<file path="config.mk">
export PLATFORM = sky130hd
export DESIGN_NAME = sorted_linked_list_engine
export DESIGN_NICKNAME = d
export VERILOG_FILES = /design/src/sll_pkg.sv /design/src/sll_cell.sv /design/src/sorted_linked_list_engine.sv
export SDC_FILE = /design/constraint.sdc
export NUM_CORES = 2
export LEC_CHECK = 0
export BUFFER_PORTS_ARGS = -buffer_cell sky130_fd_sc_hd__buf_4
export CORE_MARGIN = 3
export CORE_UTILIZATION = 32
export DETAILED_ROUTE_END_ITERATION = 16
export GPL_ROUTABILITY_DRIVEN = 0
export GPL_TIMING_DRIVEN = 0
export PLACE_DENSITY = 0.5
export SYNTH_ARGS = -nofsm -noshare
export SYNTH_HDL_FRONTEND = slang
export SYNTH_SLANG_ARGS = --single-unit
</file>
<file path="constraint.sdc">
create_clock -name clock -period 5.65 [get_ports clock]
set_input_delay 1.13 -clock clock [delete_from_list [all_inputs] [get_ports clock]]
set_output_delay 1.13 -clock clock [all_outputs]
set_load 0.05 [all_outputs]
</file>
<file path="src/sll_pkg.sv">
// Shared types and codes for the sorted linked list engine.
package sll_pkg;

   localparam int VALUE_W = 32;

   localparam logic [1:0] CMD_INSERT = 2'd0;
   localparam logic [1:0] CMD_REMOVE = 2'd1;
   localparam logic [1:0] CMD_DUMP   = 2'd2;

   localparam logic [1:0] STATUS_OK       = 2'd0;
   localparam logic [1:0] STATUS_FULL     = 2'd1;
   localparam logic [1:0] STATUS_NOTFOUND = 2'd2;
   localparam logic [1:0] STATUS_EMPTY    = 2'd3;

   typedef enum logic [2:0] {
      CELL_HOLD    = 3'd0,
      CELL_COMPARE = 3'd1,
      CELL_INSERT  = 3'd2,
      CELL_REMOVE  = 3'd3,
      CELL_ROTATE  = 3'd4
   } cell_op_type;

   // what a cell shows its neighbors
   typedef struct packed {
      logic signed [VALUE_W-1:0] value;
      logic                      valid;
      logic                      lt;
   } cell_link_type;

endpackage

</file>
<file path="src/sll_cell.sv">
// One list cell: holds one element, its compare flags, and shifts with its neighbors.
module sll_cell
   import sll_pkg::*;
(
   input  logic                      clock,
   input  logic                      reset,
   input  cell_op_type               op,
   input  logic signed [VALUE_W-1:0] key,
   input  cell_link_type             left_link,
   input  cell_link_type             right_link,
   output cell_link_type             link,
   output logic                      eq
);

   logic signed [VALUE_W-1:0] value_ff, value_in;
   logic                      valid_ff, valid_in;
   logic                      lt_ff, lt_in;
   logic                      eq_ff, eq_in;

   always_comb begin
      value_in = value_ff;
      valid_in = valid_ff;
      lt_in    = lt_ff;
      eq_in    = eq_ff;
      unique case (op)
         CELL_COMPARE: begin
            lt_in = valid_ff && (value_ff < key);
            eq_in = valid_ff && (value_ff == key);
         end
         CELL_INSERT: begin
            if (!lt_ff) begin
               value_in = left_link.lt ? key : left_link.value;
               valid_in = left_link.valid;
            end
         end
         CELL_REMOVE: begin
            if (valid_ff && !lt_ff) begin
               value_in = right_link.value;
               valid_in = right_link.valid;
            end
         end
         CELL_ROTATE: begin
            value_in = right_link.value;
            valid_in = right_link.valid;
         end
         default: begin
         end
      endcase
   end

   always_ff @(posedge clock) begin
      if (reset) begin
         valid_ff <= 1'b0;
         lt_ff    <= 1'b0;
         eq_ff    <= 1'b0;
      end else begin
         valid_ff <= valid_in;
         lt_ff    <= lt_in;
         eq_ff    <= eq_in;
      end
      value_ff <= value_in;
   end

   assign link.value = value_ff;
   assign link.valid = valid_ff;
   assign link.lt    = lt_ff;
   assign eq         = eq_ff;

endmodule

</file>
<file path="src/sorted_linked_list_engine.sv">
// Top level: sorted list of signed words kept in a row of shifting cells.
//
//  channel  ports                                   handshake
//  request  req_command, req_value                  start & !busy
//  result   rsp_out_value, rsp_status, rsp_last     rsp_strobe, one cycle
//
// Insert and remove go through accept, compare in every cell, then shift (a remove shifts only if found).
// Dump rotates the row once around, one element per cycle.
// Refused inserts, dumps of an empty list and unused commands are answered without leaving idle.
// Reset empties the list. A result is registered and shows in the cycle after the deciding cycle;
// the receiver cannot stall, so results never back up.
module sorted_linked_list_engine
   import sll_pkg::*;
#(
   parameter int SLOTS = 16
)
(
   input  logic                      clock,
   input  logic                      reset,
   input  logic                      start,
   output logic                      busy,
   input  logic [1:0]                req_command,
   input  logic signed [VALUE_W-1:0] req_value,
   output logic                      rsp_strobe,
   output logic signed [VALUE_W-1:0] rsp_out_value,
   output logic [1:0]                rsp_status,
   output logic                      rsp_last
);

   localparam int CNT_W = (SLOTS > 1) ? $clog2(SLOTS) : 1;
   localparam logic [CNT_W-1:0] CNT_LAST = CNT_W'(SLOTS - 1);

   typedef enum logic [3:0] {
      ST_IDLE    = 4'b0001,
      ST_COMPARE = 4'b0010,
      ST_APPLY   = 4'b0100,
      ST_DUMP    = 4'b1000
   } state_type;

   state_type                 state_ff, state_in;
   logic [1:0]                cmd_ff, cmd_in;
   logic signed [VALUE_W-1:0] key_ff, key_in;
   logic [CNT_W-1:0]          count_ff, count_in;

   logic                      rsp_strobe_ff, rsp_strobe_in;
   logic signed [VALUE_W-1:0] rsp_value_ff, rsp_value_in;
   logic [1:0]                rsp_status_ff, rsp_status_in;
   logic                      rsp_last_ff, rsp_last_in;

   cell_op_type   cell_op;
   cell_link_type links [SLOTS];
   cell_link_type left_links [SLOTS];
   cell_link_type right_links [SLOTS];
   logic [SLOTS-1:0] eq_flags;
   logic             found;
   logic             accept;

   assign busy   = !state_ff[0];
   assign accept = start && !busy;
   assign found  = |eq_flags;

   always_comb begin
      for (int i = 0; i < SLOTS; i++) begin
         if (i == 0) begin
            left_links[i].value = '0;
            left_links[i].valid = 1'b1;
            left_links[i].lt    = 1'b1;
         end else begin
            left_links[i] = links[i-1];
         end
         if (i == SLOTS - 1) begin
            if (cell_op == CELL_ROTATE) begin
               right_links[i] = links[0];
            end else begin
               right_links[i] = '0;
            end
         end else begin
            right_links[i] = links[i+1];
         end
      end
   end

   for (genvar g = 0; g < SLOTS; g++) begin : g_cell
      sll_cell u_cell (
         .clock      (clock),
         .reset      (reset),
         .op         (cell_op),
         .key        (key_ff),
         .left_link  (left_links[g]),
         .right_link (right_links[g]),
         .link       (links[g]),
         .eq         (eq_flags[g])
      );
   end

   always_comb begin
      state_in      = state_ff;
      cmd_in        = cmd_ff;
      key_in        = key_ff;
      count_in      = count_ff;
      cell_op       = CELL_HOLD;
      rsp_strobe_in = 1'b0;
      rsp_value_in  = '0;
      rsp_status_in = STATUS_OK;
      rsp_last_in   = 1'b1;
      unique case (state_ff)
         ST_IDLE: begin
            if (accept) begin
               cmd_in   = req_command;
               key_in   = req_value;
               count_in = '0;
               priority if (req_command == CMD_INSERT && links[SLOTS-1].valid) begin
                  rsp_strobe_in = 1'b1;
                  rsp_status_in = STATUS_FULL;
               end else if (req_command == CMD_INSERT || req_command == CMD_REMOVE) begin
                  state_in = ST_COMPARE;
               end else if (req_command == CMD_DUMP && !links[0].valid) begin
                  rsp_strobe_in = 1'b1;
                  rsp_status_in = STATUS_EMPTY;
               end else if (req_command == CMD_DUMP) begin
                  state_in = ST_DUMP;
               end else begin
                  rsp_strobe_in = 1'b1;
               end
            end
         end
         ST_COMPARE: begin
            cell_op  = CELL_COMPARE;
            state_in = ST_APPLY;
         end
         ST_APPLY: begin
            rsp_strobe_in = 1'b1;
            state_in      = ST_IDLE;
            if (cmd_ff == CMD_INSERT) begin
               cell_op = CELL_INSERT;
            end else if (found) begin
               cell_op = CELL_REMOVE;
            end else begin
               rsp_status_in = STATUS_NOTFOUND;
            end
         end
         ST_DUMP: begin
            cell_op       = CELL_ROTATE;
            rsp_strobe_in = links[0].valid;
            rsp_value_in  = links[0].value;
            rsp_last_in   = (count_ff == CNT_LAST) || !links[1].valid;
            count_in      = count_ff + 1'b1;
            if (count_ff == CNT_LAST) begin
               state_in = ST_IDLE;
            end
         end
         default: begin
            state_in = ST_IDLE;
         end
      endcase
   end

   always_ff @(posedge clock) begin
      if (reset) begin
         state_ff      <= ST_IDLE;
         rsp_strobe_ff <= 1'b0;
      end else begin
         state_ff      <= state_in;
         rsp_strobe_ff <= rsp_strobe_in;
      end
      cmd_ff        <= cmd_in;
      key_ff        <= key_in;
      count_ff      <= count_in;
      rsp_value_ff  <= rsp_value_in;
      rsp_status_ff <= rsp_status_in;
      rsp_last_ff   <= rsp_last_in;
   end

   assign rsp_strobe    = rsp_strobe_ff;
   assign rsp_out_value = rsp_value_ff;
   assign rsp_status    = rsp_status_ff;
   assign rsp_last      = rsp_last_ff;

endmodule

</file>
==> results.py <==
metrics = {
    "global_route": {
        "grt_use_total_pct": 21.5,
        "use_met1_pct": 28.4,
        "grt_max_degree": 32,
        "grt_pass1_wl_mm": 215,
        "grt_pass1_vias": 33000,
        "grt.overflow.total": 0,
        "grtUsageMet2_pct": 35.5,
        "grtUsageMet3_pct": 3.07,
        "grt.busiest_layer": "met2",
        "antenna_found_initial": 10,
    },
    "clock_network": {
        "post-cts-setup-buffers": 0,
        "cts_hold_buf": 0,
        "cts_made_buffers": 82,
        "clockBufferDepth": 3,
        "cts-root-buf": "clkbuf_16",
        "clk_latency_ps": 680,
        "cts_max_level": 3,
        "clk_pin_slew_ps": 60,
        "cts_tree": "done",
        "clock-sinks": 638,
        "cts_resized": 0,
    },
    "worst_setup_path": {
        "critPathRequiredTime_ps": 6250,
        "crit_slowest_cell": "nor4_1",
        "rrSetupSlack_ps": 700,
        "critical_path_class": "reg -> reg",
        "slowest_delay_ps": 870,
        "worstReg2RegEnd": "g_cell[0].u_cell.eq",
        "cp_max_fo": 17,
        "r2r_start": "key_ff[31]",
        "worstPathArrival_ps": 5550,
        "critPathLaunch": "key_ff[31]",
        "end_kind": "register",
        "rr_worst_depth": 9,
        "crit_chain": "clkbuf_1 > inv_1 > ha_1 > nand4_1 > nor4_1 > nand3_1 > nor3_1 > a21oi_1 > nor2_1",
        "crit_family": "simple AND/OR/NAND/NOR gates",
        "start_kind": "register",
        "crit_buf_inv": 2,
        "critical_path_depth": 9,
        "crit_end": "g_cell[0].u_cell.eq",
    },
    "synthesis": {
        "synth_edf_count": 550,
        "ys_seq_elements": 638,
        "yosys.cell_types.count": 72,
        "syn_area_per_cell_um2": 10.4,
        "synth_flop_cell": "edfxtp_1",
        "synth_nets": 4558,
        "yosys_warnings": 0,
        "ys_seq_area_share_pct": 43.9,
        "async_reset_ff_share_pct": 0,
        "syn_inst": 4008,
        "syn_area_um2": 41700,
    },
    "placement": {
        "io_buffers": 72,
        "dp_slack_ps": 963,
        "dp_hpwl_mm": 124,
    },
    "pwr": {
        "power_frac_comb_pct": 22.5,
        "p_leak_uw": 0.0165,
        "p_int_uw": 9740,
        "sequentialPowerShare_pct": 39.7,
        "power_density_nw_per_um2": 301,
        "switching_share_pct": 32.4,
        "vdd_drop_max_mv": 0.212,
        "p_clk_share_pct": 37.8,
        "p_switching_uw": 4680,
    },
    "worst_hold_path": {
        "hold_class": "reg -> reg",
        "hp-start": "g_cell[10].u_cell.eq",
    },
    "finish": {
        "drive_gt1_share_pct": 8.51,
        "synthToLayoutAreaGrowth_pct": 15.2,
        "finalNetCount": 4747,
    },
    "route": {
        "num_vias": 32200,
        "routed_wl_mm": 149,
        "avgViaCountPerCell": 5.37,
        "drt_iter0_drc": 2432,
        "drtPass1Iterations": 5,
        "ant_nets": 0,
        "drc_errors": 0,
        "wire_per_inst_um": 24.8,
    },
    "sta": {
        "fmax_mhz": 202,
        "hold_viol": 0,
        "setup_tns_ps": 0,
        "setup_slack_ps": 702,
        "tightest_slew_ps": 1380,
        "setup_viol": 0,
        "fin_crit_sh_pct": 87.6,
        "rsz0062_at_grt": "no",
        "slew_headroom_pct": 8.28,
        "clock_skew_ps": 34.6,
        "finalMaxSlewViolations": 0,
        "post-route-min-period_ps": 4950,
    },
    "run": {
        "maxCapViolations": 0,
    },
    "status": {
        "status": "completed",
    },
    "die": {
        "fp.dieH_um": 367,
        "num_rows": 131,
        "coreArea_um2": 128000,
        "start_util_pct": 32.5,
        "dieArea_um2": 135000,
        "die_w_um": 367,
        "ios": 74,
    },
}
-- Yosys cell counts, types with 39 or more instances --
| cell | n | share of area [%] |
|---|---|---|
| nand4_1 | 86 | 1.3 |
| a21oi_1 | 204 | 2.5 |
| inv_1 | 67 | 0.60 |
| clkbuf_1 | 119 | 1.1 |
| nor2_1 | 89 | 0.80 |
| dfxtp_1 | 88 | 4.2 |
| nand2_1 | 668 | 6.0 |
| nand3_1 | 97 | 1.2 |
| ha_1 | 513 | 15 |
| and2_1 | 39 | 0.59 |
| edfxtp_1 | 550 | 40 |
| o21ai_0 | 532 | 6.4 |
| mux2i_1 | 491 | 12 |
-- cells in the final DEF, fill, tap and decap left out, types with 9 or more instances in the layout --
master	n
nand4_1	86
o211ai_1	18
nand2_1	668
a211oi_1	10
clkbuf_8	11
nor2b_1	16
clkinv_2	12
clkbuf_2	26
nor3_1	22
inv_1	66
a221oi_1	15
o21ai_0	532
nand3_1	97
a221o_1	19
and2_1	39
clkbuf_16	83
buf_16	17
a21o_1	35
o21bai_1	32
diode_2	9
o31ai_4	16
and3_1	12
and4_1	15
a2111o_1	9
nor2_1	89
edfxtp_1	550
ha_1	513
nor4_1	24
a21oi_1	204
buf_4	103
mux2i_1	491
dfxtp_1	88
clkbuf_1	142
buf_1	10
buf_2	37
buf_8	14
-- power by group through the flow --
stage / clock network (uW) / logic, uW / registers [uW]
after CTS: 5570 / 3240 / 5710
after global placement: 0 / 3050 / 5830
after floorplan: 0 / 1990 / 5720
after global routing: 5750 / 3630 / 5750
after detailed placement: 0 / 3230 / 5810
final: 5460 / 3240 / 5720
-- cell families (layout without fill, tap and decap cells) --
logic type	count (synthesis)	after routing	share of synthesized area (%)
other	0	9	0
buffers and inverters	295	553	3.22
AND/OR/NAND/NOR	1106	1106	12.0
multiplexers	491	491	11.8
adder cells (fa/ha/maj)	513	513	15.4
flip-flops	638	638	43.9
XOR/XNOR	2	2	0.0421
AO/OA/AOI/OAI	963	963	13.6
-- area by class of cell --
| class | count | area [um^2] |
|---|---|---|
| Fill cell | 12800 | 80400 |
| Multi-Input combinational cell | 3075 | 22200 |
| Sequential cell | 638 | 18300 |
| Clock buffer | 117 | 2310 |
| Tap cell | 1729 | 2160 |
| Timing Repair Buffer | 105 | 1250 |
| Buffer | 228 | 1090 |
| Clock inverter | 36 | 428 |
| Inverter | 67 | 251 |
| Antenna cell | 9 | 22.5 |
-- how the worst min path moves through the flow --
stage,end,slack [ps],cells after the start
2_1_floorplan,rsp_last,400,1
3_3_place_gp,g_cell[10].u_cell.eq,450,2
3_5_place_dp,g_cell[10].u_cell.eq,460,2
4_1_cts,g_cell[10].u_cell.eq,470,2
5_1_grt,g_cell[4].u_cell.eq,490,2
6_report,g_cell[10].u_cell.eq,470,2
-- per-stage QoR --
| step | total power, uW | instances | hold slack (ps) | instance area [um^2] | utilization [%] |
|---|---|---|---|---|---|
| global placement | 8880 | 5809 | 451 | 44400 | 34.6 |
| CTS | 14500 | 5995 | 469 | 48000 | 37.4 |
| global route | 15100 | 5995 | 485 | 48000 | 37.4 |
| finish | 14400 | 6004 | 467 | 48000 | 37.4 |
| detailed placement | 9040 | 5842 | 461 | 45200 | 35.2 |
| floorplan | 7710 | 4008 | 404 | 41700 | - |
-- layer usage --
layer	part of all wire [%]	vias up
met3	5.7	259
met1	45	15600
li1	-	15500
met4	4.1	4
met5	0.023	-
met2	46	923
-- state kept, by name, indices dropped and copies added (netlist names) --
name and flops:
g_cell.u_cell.value_ff 512, key_ff 32, rsp_out_value 32, g_cell.u_cell.eq 16, g_cell.u_cell.lt_ff 16, g_cell.u_cell.valid_ff 16
count_ff 4, state_ff 4, cmd_ff 2, rsp_status 2, rsp_last 1, rsp_strobe 1
-- worst register-to-register path, cell delays in order, from the launching register on --
cell and delay (ps):
edfxtp_1 620, clkbuf_1 660, inv_1 630, ha_1 620, nand4_1 230, nor4_1 880, nand3_1 220, nor3_1 820
a21oi_1 80, nor2_1 110
Note: power is estimated with default switching activity, not from simulation.
